### src/sv/ttrd_pkg.sv
package ttrd_pkg;

	localparam int COORD_BITS_DEF = 12;
	localparam int CFG_BITS       = 10;
	localparam int CFG_ADDR_BITS  = 3;
	localparam int SCALE_BITS     = 11;
	localparam int AREA_BITS      = 2 * SCALE_BITS;

	typedef struct packed {
		logic [SCALE_BITS-1:0] anchor_col;
		logic [SCALE_BITS-1:0] anchor_row;
		logic [SCALE_BITS-1:0] width;
		logic [SCALE_BITS-1:0] height;
		logic                  shape;
		logic                  from_touch;
	} cfg_t;

	typedef struct packed {
		logic rel_valid;
		logic tap;
		logic rect_in;
		logic shape;
	} rel_t;

	// floor(v * 32 / 25) through the reciprocal 41944 / 2^15
	function automatic logic [SCALE_BITS-1:0] scale_col(input logic [CFG_BITS-1:0] v);
		logic [25:0] p;
		p = 26'(v) * 26'(41944);
		return p[25:15];
	endfunction

	// floor(v * 5 / 4)
	function automatic logic [SCALE_BITS-1:0] scale_row(input logic [CFG_BITS-1:0] v);
		logic [12:0] p;
		p = 13'(v) * 13'(5);
		return p[12:2];
	endfunction

endpackage

### src/sv/ttrd_cfg.sv
module ttrd_cfg (
	input  logic                               clk,
	input  logic                               arst_n,
	input  logic                               cfg_we,
	input  logic [ttrd_pkg::CFG_ADDR_BITS-1:0] cfg_addr,
	input  logic [ttrd_pkg::CFG_BITS-1:0]      cfg_data,
	output ttrd_pkg::cfg_t                     cfg_cur,
	output ttrd_pkg::cfg_t                     cfg_nxt,
	output logic                               reload,
	output logic [ttrd_pkg::AREA_BITS-1:0]     area
);
	import ttrd_pkg::*;

	localparam logic [CFG_ADDR_BITS-1:0] REG_ANCHOR_X   = CFG_ADDR_BITS'(0);
	localparam logic [CFG_ADDR_BITS-1:0] REG_ANCHOR_Y   = CFG_ADDR_BITS'(1);
	localparam logic [CFG_ADDR_BITS-1:0] REG_WIDTH      = CFG_ADDR_BITS'(2);
	localparam logic [CFG_ADDR_BITS-1:0] REG_HEIGHT     = CFG_ADDR_BITS'(3);
	localparam logic [CFG_ADDR_BITS-1:0] REG_SHAPE      = CFG_ADDR_BITS'(4);
	localparam logic [CFG_ADDR_BITS-1:0] REG_FROM_TOUCH = CFG_ADDR_BITS'(5);

	cfg_t                 cfg_q;
	logic [AREA_BITS-1:0] area_q;

	always_comb begin
		cfg_nxt = cfg_q;
		if (cfg_we) begin
			unique case (cfg_addr)
				REG_ANCHOR_X:   cfg_nxt.anchor_col = scale_col(cfg_data);
				REG_ANCHOR_Y:   cfg_nxt.anchor_row = scale_row(cfg_data);
				REG_WIDTH:      cfg_nxt.width      = scale_col(cfg_data);
				REG_HEIGHT:     cfg_nxt.height     = scale_row(cfg_data);
				REG_SHAPE:      cfg_nxt.shape      = cfg_data[0];
				REG_FROM_TOUCH: cfg_nxt.from_touch = cfg_data[0];
				default: ;
			endcase
		end
	end

	assign reload = cfg_we && (cfg_addr == REG_ANCHOR_X || cfg_addr == REG_ANCHOR_Y ||
		cfg_addr == REG_FROM_TOUCH);

	always_ff @(posedge clk or negedge arst_n) begin
		if (!arst_n) begin
			cfg_q            <= '0;
			cfg_q.from_touch <= 1'b1;
			area_q           <= '0;
		end else begin
			cfg_q  <= cfg_nxt;
			area_q <= AREA_BITS'(cfg_q.width) * AREA_BITS'(cfg_q.height);
		end
	end

	assign cfg_cur = cfg_q;
	assign area    = area_q;

endmodule

### src/sv/ttrd_track.sv
module ttrd_track #(
	parameter int COORD_BITS = ttrd_pkg::COORD_BITS_DEF
) (
	input  logic                  clk,
	input  logic                  arst_n,
	input  logic                  evt_valid,
	input  logic [15:0]           evt_type,
	input  logic [15:0]           evt_code,
	input  logic signed [31:0]    evt_value,
	input  ttrd_pkg::cfg_t        cfg_cur,
	input  ttrd_pkg::cfg_t        cfg_nxt,
	input  logic                  reload,
	output ttrd_pkg::rel_t        rel,
	output logic [COORD_BITS-1:0] dx,
	output logic [COORD_BITS-1:0] dy
);
	import ttrd_pkg::*;

	localparam int CW = (COORD_BITS > SCALE_BITS) ? COORD_BITS : SCALE_BITS;
	localparam logic [COORD_BITS-1:0] COORD_MAX = '1;

	localparam logic [15:0] EV_TYPE_KEY   = 16'd1;
	localparam logic [15:0] EV_TYPE_ABS   = 16'd3;
	localparam logic [15:0] EV_CODE_X     = 16'd0;
	localparam logic [15:0] EV_CODE_Y     = 16'd1;
	localparam logic [15:0] EV_CODE_TOUCH = 16'd330;

	function automatic logic [COORD_BITS-1:0] clamp_anchor(input logic [SCALE_BITS-1:0] a);
		logic [COORD_BITS-1:0] r;
		if (CW'(a) > CW'(COORD_MAX)) begin
			r = COORD_MAX;
		end else begin
			r = COORD_BITS'(a);
		end
		return r;
	endfunction

	logic [COORD_BITS-1:0] start_col_q, start_row_q, last_col_q, last_row_q;
	logic                  start_col_held_q, start_row_held_q;
	logic                  last_col_seen_q, last_row_seen_q;

	logic                  is_abs_x, is_abs_y, is_rel;
	logic [COORD_BITS-1:0] coord, col_diff, row_diff;
	logic                  col_ge, row_ge;

	assign is_abs_x = evt_type == EV_TYPE_ABS && evt_code == EV_CODE_X;
	assign is_abs_y = evt_type == EV_TYPE_ABS && evt_code == EV_CODE_Y;
	assign is_rel   = evt_type == EV_TYPE_KEY && evt_code == EV_CODE_TOUCH && evt_value == '0;

	always_comb begin
		if (evt_value[31]) begin
			coord = '0;
		end else if (|evt_value[30:COORD_BITS]) begin
			coord = COORD_MAX;
		end else begin
			coord = evt_value[COORD_BITS-1:0];
		end
	end

	assign col_ge   = last_col_q >= start_col_q;
	assign row_ge   = last_row_q >= start_row_q;
	assign col_diff = last_col_q - start_col_q;
	assign row_diff = last_row_q - start_row_q;
	assign dx       = col_ge ? col_diff : start_col_q - last_col_q;
	assign dy       = row_ge ? row_diff : start_row_q - last_row_q;

	always_comb begin
		rel.rel_valid = evt_valid && is_rel;
		rel.tap       = !(last_col_seen_q && last_row_seen_q);
		rel.rect_in   = col_ge && (CW'(col_diff) < CW'(cfg_cur.width)) &&
			row_ge && (CW'(row_diff) < CW'(cfg_cur.height));
		rel.shape     = cfg_cur.shape;
	end

	always_ff @(posedge clk or negedge arst_n) begin
		if (!arst_n) begin
			start_col_q      <= '0;
			start_row_q      <= '0;
			start_col_held_q <= 1'b0;
			start_row_held_q <= 1'b0;
			last_col_q       <= '0;
			last_row_q       <= '0;
			last_col_seen_q  <= 1'b0;
			last_row_seen_q  <= 1'b0;
		end else begin
			priority if (reload) begin
				start_col_q      <= clamp_anchor(cfg_nxt.anchor_col);
				start_row_q      <= clamp_anchor(cfg_nxt.anchor_row);
				start_col_held_q <= !cfg_nxt.from_touch;
				start_row_held_q <= !cfg_nxt.from_touch;
			end else if (evt_valid && is_abs_x) begin
				if (!start_col_held_q) begin
					start_col_q      <= coord;
					start_col_held_q <= 1'b1;
				end else begin
					last_col_q      <= coord;
					last_col_seen_q <= 1'b1;
				end
			end else if (evt_valid && is_abs_y) begin
				if (!start_row_held_q) begin
					start_row_q      <= coord;
					start_row_held_q <= 1'b1;
				end else begin
					last_row_q      <= coord;
					last_row_seen_q <= 1'b1;
				end
			end else if (evt_valid && is_rel) begin
				start_col_q      <= clamp_anchor(cfg_cur.anchor_col);
				start_row_q      <= clamp_anchor(cfg_cur.anchor_row);
				start_col_held_q <= !cfg_cur.from_touch;
				start_row_held_q <= !cfg_cur.from_touch;
				last_col_q       <= '0;
				last_row_q       <= '0;
				last_col_seen_q  <= 1'b0;
				last_row_seen_q  <= 1'b0;
			end
		end
	end

endmodule

### src/sv/ttrd_judge.sv
module ttrd_judge #(
	parameter int COORD_BITS = ttrd_pkg::COORD_BITS_DEF
) (
	input  logic                           clk,
	input  logic                           arst_n,
	input  logic                           en,
	input  ttrd_pkg::rel_t                 rel,
	input  logic [COORD_BITS-1:0]          dx,
	input  logic [COORD_BITS-1:0]          dy,
	input  logic [ttrd_pkg::AREA_BITS-1:0] area,
	output logic                           out_valid,
	output logic                           clicked,
	output logic [1:0]                     click_reason
);
	import ttrd_pkg::*;

	localparam int SQW  = 2 * COORD_BITS;
	localparam int CMPW = (SQW + 1 > AREA_BITS) ? SQW + 1 : AREA_BITS;

	localparam logic [1:0] REASON_REJECT = 2'd0;
	localparam logic [1:0] REASON_TAP    = 2'd1;
	localparam logic [1:0] REASON_RECT   = 2'd2;
	localparam logic [1:0] REASON_CIRCLE = 2'd3;

	logic           valid_s2, tap_s2, rect_s2, shape_s2;
	logic [SQW-1:0] dxsq_s2, dysq_s2;
	logic           valid_q, clicked_q;
	logic [1:0]     reason_q;
	logic           circ_in;
	logic [1:0]     reason;

	always_ff @(posedge clk or negedge arst_n) begin
		if (!arst_n) begin
			valid_s2 <= 1'b0;
			valid_q  <= 1'b0;
		end else if (en) begin
			valid_s2 <= rel.rel_valid;
			valid_q  <= valid_s2;
		end
	end

	always_ff @(posedge clk) begin
		if (en) begin
			tap_s2    <= rel.tap;
			rect_s2   <= rel.rect_in;
			shape_s2  <= rel.shape;
			dxsq_s2   <= SQW'(dx) * SQW'(dx);
			dysq_s2   <= SQW'(dy) * SQW'(dy);
			clicked_q <= reason != REASON_REJECT;
			reason_q  <= reason;
		end
	end

	assign circ_in = (CMPW'(dxsq_s2) + CMPW'(dysq_s2)) < CMPW'(area);

	always_comb begin
		priority if (tap_s2) begin
			reason = REASON_TAP;
		end else if (shape_s2) begin
			reason = circ_in ? REASON_CIRCLE : REASON_REJECT;
		end else begin
			reason = rect_s2 ? REASON_RECT : REASON_REJECT;
		end
	end

	assign out_valid    = valid_q;
	assign clicked      = clicked_q;
	assign click_reason = reason_q;

endmodule

### src/sv/touch_tap_region_detector.sv
// channel  direction  fields (lowest bit up)
// s        in         event_type[15:0] event_code[31:16] event_value[63:32]
// m        out        clicked[0] click_reason[2:1] zero[7:3]
// cfg      in         cfg_we, cfg_addr (register index), cfg_data[9:0]
//
// One event per clock while the output is not stalled; a release raises m_tvalid
// through the input register, the squaring stage and the result register.
// Reset clears the settings (start_from_touch set) and the gesture state.
// A stalled result freezes all stages; s_tready drops only while m_tvalid waits.
module touch_tap_region_detector #(
	parameter int COORD_BITS = ttrd_pkg::COORD_BITS_DEF
) (
	input  logic                               clk,
	input  logic                               arst_n,
	input  logic                               s_tvalid,
	output logic                               s_tready,
	input  logic [63:0]                        s_tdata,  // event_type, event_code, event_value
	output logic                               m_tvalid,
	input  logic                               m_tready,
	output logic [7:0]                         m_tdata,  // clicked, click_reason, zero fill
	input  logic                               cfg_we,
	input  logic [ttrd_pkg::CFG_ADDR_BITS-1:0] cfg_addr,
	input  logic [ttrd_pkg::CFG_BITS-1:0]      cfg_data
);
	import ttrd_pkg::*;

	logic                  en;
	logic                  valid_s1;
	logic [15:0]           type_s1, code_s1;
	logic signed [31:0]    value_s1;
	cfg_t                  cfg_cur, cfg_nxt;
	logic                  reload;
	logic [AREA_BITS-1:0]  area;
	rel_t                  rel;
	logic [COORD_BITS-1:0] dx, dy;
	logic                  clicked;
	logic [1:0]            click_reason;

	assign en       = !(m_tvalid && !m_tready);
	assign s_tready = en;

	always_ff @(posedge clk or negedge arst_n) begin
		if (!arst_n) begin
			valid_s1 <= 1'b0;
		end else if (en) begin
			valid_s1 <= s_tvalid;
		end
	end

	always_ff @(posedge clk) begin
		if (en) begin
			type_s1  <= s_tdata[15:0];
			code_s1  <= s_tdata[31:16];
			value_s1 <= s_tdata[63:32];
		end
	end

	ttrd_cfg u_cfg (
		.clk      (clk),
		.arst_n   (arst_n),
		.cfg_we   (cfg_we),
		.cfg_addr (cfg_addr),
		.cfg_data (cfg_data),
		.cfg_cur  (cfg_cur),
		.cfg_nxt  (cfg_nxt),
		.reload   (reload),
		.area     (area)
	);

	ttrd_track #(.COORD_BITS(COORD_BITS)) u_track (
		.clk       (clk),
		.arst_n    (arst_n),
		.evt_valid (valid_s1 && en),
		.evt_type  (type_s1),
		.evt_code  (code_s1),
		.evt_value (value_s1),
		.cfg_cur   (cfg_cur),
		.cfg_nxt   (cfg_nxt),
		.reload    (reload),
		.rel       (rel),
		.dx        (dx),
		.dy        (dy)
	);

	ttrd_judge #(.COORD_BITS(COORD_BITS)) u_judge (
		.clk          (clk),
		.arst_n       (arst_n),
		.en           (en),
		.rel          (rel),
		.dx           (dx),
		.dy           (dy),
		.area         (area),
		.out_valid    (m_tvalid),
		.clicked      (clicked),
		.click_reason (click_reason)
	);

	assign m_tdata = {5'b0, click_reason, clicked};

endmodule
### config.mk
export PLATFORM = sky130hd
export DESIGN_NAME = touch_tap_region_detector
export DESIGN_NICKNAME = d
export VERILOG_FILES = /design/src/sv/ttrd_pkg.sv /design/src/sv/ttrd_cfg.sv /design/src/sv/ttrd_track.sv /design/src/sv/ttrd_judge.sv /design/src/sv/touch_tap_region_detector.sv
export SDC_FILE = /design/constraint.sdc
export NUM_CORES = 1
export LEC_CHECK = 0
export BUFFER_PORTS_ARGS = -buffer_cell sky130_fd_sc_hd__buf_2
export CORE_MARGIN = 8
export CORE_UTILIZATION = 50
export CTS_CLUSTER_DIAMETER = 50
export DETAILED_ROUTE_END_ITERATION = 6
export GPL_TIMING_DRIVEN = 1
export PLACE_DENSITY_LB_ADDON = 0.08
export SYNTH_ARGS = -nofsm -noshare
export SYNTH_HDL_FRONTEND = slang
export SYNTH_HIERARCHICAL = 1
export SYNTH_SLANG_ARGS = --single-unit
export TNS_END_PERCENT = 10
### constraint.sdc
create_clock -name clk -period 14.2 [get_ports clk]
set_input_delay 2.84 -clock clk [delete_from_list [all_inputs] [get_ports clk]]
set_output_delay 2.84 -clock clk [all_outputs]
set_load 0.01 [all_outputs]
* Word-level counts from Yosys, hierarchy flattened *
Cells that the tools add are included.
Widths: inputs -> output; s select.

word-level totals
  flip-flop bits (word level) = 241
  latch bits = 0
  memory bits (writable) = 0
  memory bits (read-only) = 0
  output and inout port bits = 10
  memories = 0

cells by class
  add/sub/neg operators = 5
  multiply operators = 5
  divide/modulo/power cells = 0
  order comparisons = 5
  eq/ne operators = 16
  shift-type cells = 0
  muxes and demuxes = 44
  bitwise logic cells = 2
  reduce and logical (&&, ||, !) cells = 39

operators by type and width
  kind                    count
  $mux 12                 20
  $mul 12x12->24          2
  $sub 12x12->12          4
  $mux 46                 1
  $mux 11                 4
  $eq 16x1->1 const B     2
  $logic_not 32->1        1
  $add 24x24->25          1
  $lt 25x22->1            1
  $ge 12x12->1            2
  $lt 12x11->1            2
  $mul 10x13->23 const B  1
  $mul 11x11->22          1
  $reduce_or 19->1        1
  $eq 16x2->1 const B     1
  $eq 16x9->1 const B     1
  $logic_not 16->1        1
  $mux 1                  15
  $logic_and 1x1->1       14
  $mul 10x3->13 const B   1
  $reduce_and 2->1        5
  $mux 2                  4
  $reduce_and 4->1        2
  $eq 3x2->1 const B      2
  13 further kinds        27

* Longest topological paths before layout *
  depth in word-level cells = 9
  mapped depth = 34
  depth with buffers taken out = 32

* Modules after synthesis *
The synthesis kept the hierarchy.

modules (own cells, without submodules)
  module                     times used  cells each  area an instance (um2)
  ttrd_judge                 1           1199        11099.4
  ttrd_cfg                   1           992         9202.6
  ttrd_track                 1           733         5868.1
  touch_tap_region_detector  1           76          2040.7

* Least setup slack after synthesis *
Ideal clock, no wire load.

  path kind = input to register
  start = input cfg_data[7] (netlist bit)
  end = register u_track.start_col_q[7]
  library setup time = 0.125 ns
  data arrival time = 7.344 ns
  setup slack = 6.731 ns
  cell stages on the path = 18
  buffers on the path = 1
  cells stage by stage = fa_1 fa_1 fa_1 inv_1 fa_1 inv_1 fa_1 ha_1 buf_6 nand4_2 or3_4 o221ai_1 a41o_1 xnor2_1 o21ai_1 nand2_1 o21ai_0 mux2_2

RTL lines
  item                  RTL line                         RTL
  from (decl)           touch_tap_region_detector.sv:23  input logic [ttrd_pkg::CFG_BITS-1:0] cfg_data
  to (signal assigned)  ttrd_track.sv:87                 start_col_q <= clamp_anchor(cfg_nxt.anchor_col);
  to (signal assigned)  ttrd_track.sv:93                 start_col_q <= coord;
  to (signal assigned)  ttrd_track.sv:108                start_col_q <= clamp_anchor(cfg_cur.anchor_col);
  to (decl)             ttrd_track.sv:38                 logic [COORD_BITS-1:0] start_col_q, start_row_q, last_col_q, last_row_q;

* Worst setup path after layout *
  start = register u_track.start_row_q[0]
  end = register u_judge.dysq_s2[23] (data pin)

between the ends
  word-level cells in the longest chain between the ends = 3
  elaborated cells between the ends (all ways) = 5
  classes of those cells = 2 x add/sub; 1 x mul; 1 x order compare; 1 x mux

ends and longest elaborated chain
  item                                          RTL line                         RTL
  from (decl)                                   ttrd_track.sv:38
  from (signal assigned)                        ttrd_track.sv:88                 start_row_q <= clamp_anchor(cfg_nxt.anchor_row);
  from (signal assigned)                        ttrd_track.sv:101                start_row_q <= coord;
  from (signal assigned)                        ttrd_track.sv:109                start_row_q <= clamp_anchor(cfg_cur.anchor_row);
  $sub 12x12->12, or another cell as far along  ttrd_track.sv:65                 assign dy = row_ge ? row_diff : start_row_q - last_row_q;
  $mux 12 *                                     ttrd_track.sv:65
  named net dy[7]                               touch_tap_region_detector.sv:35  logic [COORD_BITS-1:0] dx, dy;
  $mul 12x12->24 *                              ttrd_judge.sv:48                 dysq_s2 <= SQW'(dy) * SQW'(dy);
  to (signal assigned)                          ttrd_judge.sv:48
  to (decl)                                     ttrd_judge.sv:26                 logic [SQW-1:0] dxsq_s2, dysq_s2;

The timed path passes the listed nets; every way through them passes the cells marked *.
A chain may end at the register's enable or synchronous reset.

==> metrics.yaml <==
drt:
  ant_nets: 0
  vias: 20500
  wl_per_cell_um: 17.8
  drc_errors: 0
  dr.pass1.iters: 5
  finalWirelength_um: 67800
  viasPerCell: 5.37
  first_iter_violations: 959
sta:
  fmax_mhz: 117
  finalSetupViolations: 0
  clock_skew_ns: 0.0103
  finalHoldViolCount: 0
  grt_setup_unrepaired: "no"
  slew-limit-headroom_pct: 23.8
  final.min_clock_period_ns: 8.55
  min_period_over_period_pct: 60.2
  tns_ns: 0
  tightest_slew_ns: 1.13
  setup_ws_ns: 5.65
  slew_viol_final: 0
  holdWs_ns: 0.499
min_path:
  hold_path_class: "reg2reg"
worst_setup_path:
  worstReg2RegEnd: "u_judge/dysq_s2[23]"
  cp-start-kind: "register"
  slowest_stage: "xnor2_1"
  crit_type: "reg2reg"
  crit_end: "u_judge/dysq_s2[23]"
  r2r_start: "u_track/start_row_q[0]"
  worst-path-max-fanout: 19
  required_ns: 14.53
  critPathBufInv: 4
  critPathMaxStageDelay_ns: 0.92
  arrival_ns: 8.88
  crit_family: "adder cells"
  reg2reg_depth: 27
  r2r_setup_slack_ns: 5.65
  end_kind: "register"
  cp_num_cells: 27
  cp-startpoint: "u_track/start_row_q[0]"
  crit_top_cell: "fa_1"
cells_and_area:
  diodes: 0
  syn2layout_area_growth_pct: 7.66
  fin_nets: 3761
  instances_no_fill: 3817
  drive_above_1_share_pct: 7.91
  num-fill-cells: 5151
clock_network:
  holdBufCountCts: 0
  cts_max_level: 1
  clock-sinks: 239
  root_buffer: "clkbuf_16"
  cts_buffers: 31
  cts_tree: "yes"
  clk_pin_slew_ns: 0.06
  clock_latency_ns: 0.58
  cts_resized: 0
  post_cts_buffers: 0
  cts_buffer_depth: 3
yosys:
  yosysWarnings: 6
  synth_top_area_cell: "fa_1"
  ys_seq_area_share_pct: 23.3
  syn_area_um2: 28200
  synth.avg_cell_area_um2: 9.40
  ys_top_cells_by_count: "inv_1, ha_1, fa_1"
  synth.distinct_cells: 105
  synth-async-reset-ratio_pct: 51.5
  netlist.area_leader.share_pct: 19.9
  synth_flop_cell: "dfrtp_1"
  ys_top_cells_by_area: "fa_1, ha_1, edfxtp_1"
  ys_ff_latch: 239
  syn_inst: 3000
  synth_edf_count: 116
  synth_most_common_cell: "inv_1"
flow_run:
  drv_cap: 0
floorplanning:
  dieArea_um2: 64300
  start_util_pct: 50.3
  ios: 92
  dieWidth_um: 254
  die_h_um: 254
  core_um2: 56100
  rows: 87
placed_design:
  dp_hpwl_um: 55100
  dpl.cell_count: 3759
  dp_slack_ns: 5.69
  gp_congestion: 0.898
  port_buffers: 86
global_route:
  grt.met2_usage_pct: 38.8
  use_met1_pct: 27.7
  grt_overflow_total: 0
  grt_pass1_wl_um: 113000
  antenna_found_initial: 1
  grt_pass1_vias: 21900
  grt_max_degree: 84
  track_usage_pct: 21.7
  grtUsageMet3_pct: 2.36
  grt.busiest_layer: "met2"
outcome:
  outcome: "finished clean"
sequential cells by signal, indices dropped and copies added, names as in the netlist:
name,flops
u_track/last_row_seen_q,1
u_track/start_row_q,12
u_track/start_row_held_q,1
u_judge/dysq_s2,23
u_track/last_col_q,12
value_s1,32
u_judge/shape_s2,1
u_judge/rect_s2,1
u_track/start_col_held_q,1
type_s1,16
u_judge/valid_s2,1
u_judge/click_reason,2
u_track/last_row_q,12
u_judge/out_valid,1
u_judge/dxsq_s2,23
u_cfg/area,22
u_track/last_col_seen_q,1
valid_s1,1
code_s1,16
u_judge/tap_s2,1
u_cfg/cfg_cur,46
u_track/start_col_q,12
u_judge/clicked,1
area by class of cell:
type	count	area, um2	area share [%]
Timing Repair Buffer	107	591	1.94
Multi-Input combinational cell	2075	19000	62.6
Clock buffer	44	887	2.92
Inverter	582	2180	7.19
Clock inverter	14	185	0.610
Tap cell	756	946	3.11
Sequential cell	239	6560	21.6
layout by cell type, fill, tap and decap left out, types with 6 or more instances in the layout:
cell type and count:
buf_2 85, ha_1 362, edfxtp_1 116, xnor2_1 91
o31a_1 6, or3_1 7, o31ai_1 11, o21bai_1 17
o21a_1 21, nand2b_1 14, o21ai_0 132, a211oi_2 7
nand2_1 263, clkbuf_1 9, o2111ai_1 9, and3_1 9
a21oi_1 118, nor2b_1 27, a211oi_1 24, and2_1 154
buf_4 22, fa_1 281, nor3_1 36, o21ai_1 23
mux2_1 8, nand3_1 49, nor4_1 16, clkbuf_16 33
nand4_1 15, a31oi_1 18, a311oi_1 6, inv_1 581
mux2_2 23, o211ai_1 17, nor2_1 102, xor2_1 33
mux2i_1 23, dfrtp_1 122, a21o_1 26
worst reg2reg max path, stage by stage, from the launching register on:
cell,delay (ns)
dfrtp_1,0.40
ha_1,0.22
inv_1,0.07
fa_1,0.22
a21o_1,0.16
a211oi_1,0.09
o21ai_0,0.31
nand2_1,0.17
a21oi_2,0.68
mux2i_1,0.19
xnor2_1,0.92
nand2_1,0.20
fa_1,0.59
inv_1,0.07
fa_1,0.52
fa_1,0.44
fa_1,0.54
inv_1,0.05
fa_1,0.53
inv_1,0.04
ha_1,0.37
a21oi_1,0.21
nand2_1,0.11
o41ai_2,0.54
o2111ai_1,0.24
a31oi_1,0.21
o21bai_1,0.09
xnor2_1,0.13
per-layer routing:
layer	part of all wire, %	vias to the layer above	routed length [um]
met5	0.019	-	13
met4	2.7	2	1810
met3	3.4	106	2310
met2	50	387	34000
met1	44	10100	29700
li1	-	9926	-
cell families after synthesis:
family                   Yosys count  share of synthesized area (%)
XOR/XNOR                         124                           3.85
adder cells (fa/ha/maj)          643                           36.0
AO/OA/AOI/OAI                    502                           11.7
other                              1                         0.0133
multiplexers                      59                           2.32
flip-flops                       239                           23.3
AND/OR/NAND/NOR                  742                           13.4
buffers and inverters            690                           9.47
stage by stage:
step,util [%],instance area [um2]
floorplan,-,28200
global placement,52.3,29300
detailed placement,52.3,29300
CTS,54.2,30400
global route,54.2,30400
finish,54.2,30400
worst min-delay path by stage:
stage                             from                 endpoint  slack, ns  depth (start not counted)
2_1_floorplan         u_cfg/cfg_cur[1]         u_cfg/cfg_cur[1]       0.45                          2
3_3_place_gp   u_track/start_row_q[11]  u_track/start_row_q[11]       0.47                          2
3_5_place_dp         u_cfg/cfg_cur[26]        u_cfg/cfg_cur[26]       0.49                          2
4_1_cts               u_judge/valid_s2        u_judge/out_valid       0.51                          1
5_1_grt               u_judge/valid_s2        u_judge/out_valid       0.52                          1
6_report              u_judge/valid_s2        u_judge/out_valid       0.50                          1
Power is left out: the tool's default activity adds up to more than one toggle a clock period on the data nets, which glitch-free logic cannot reach.
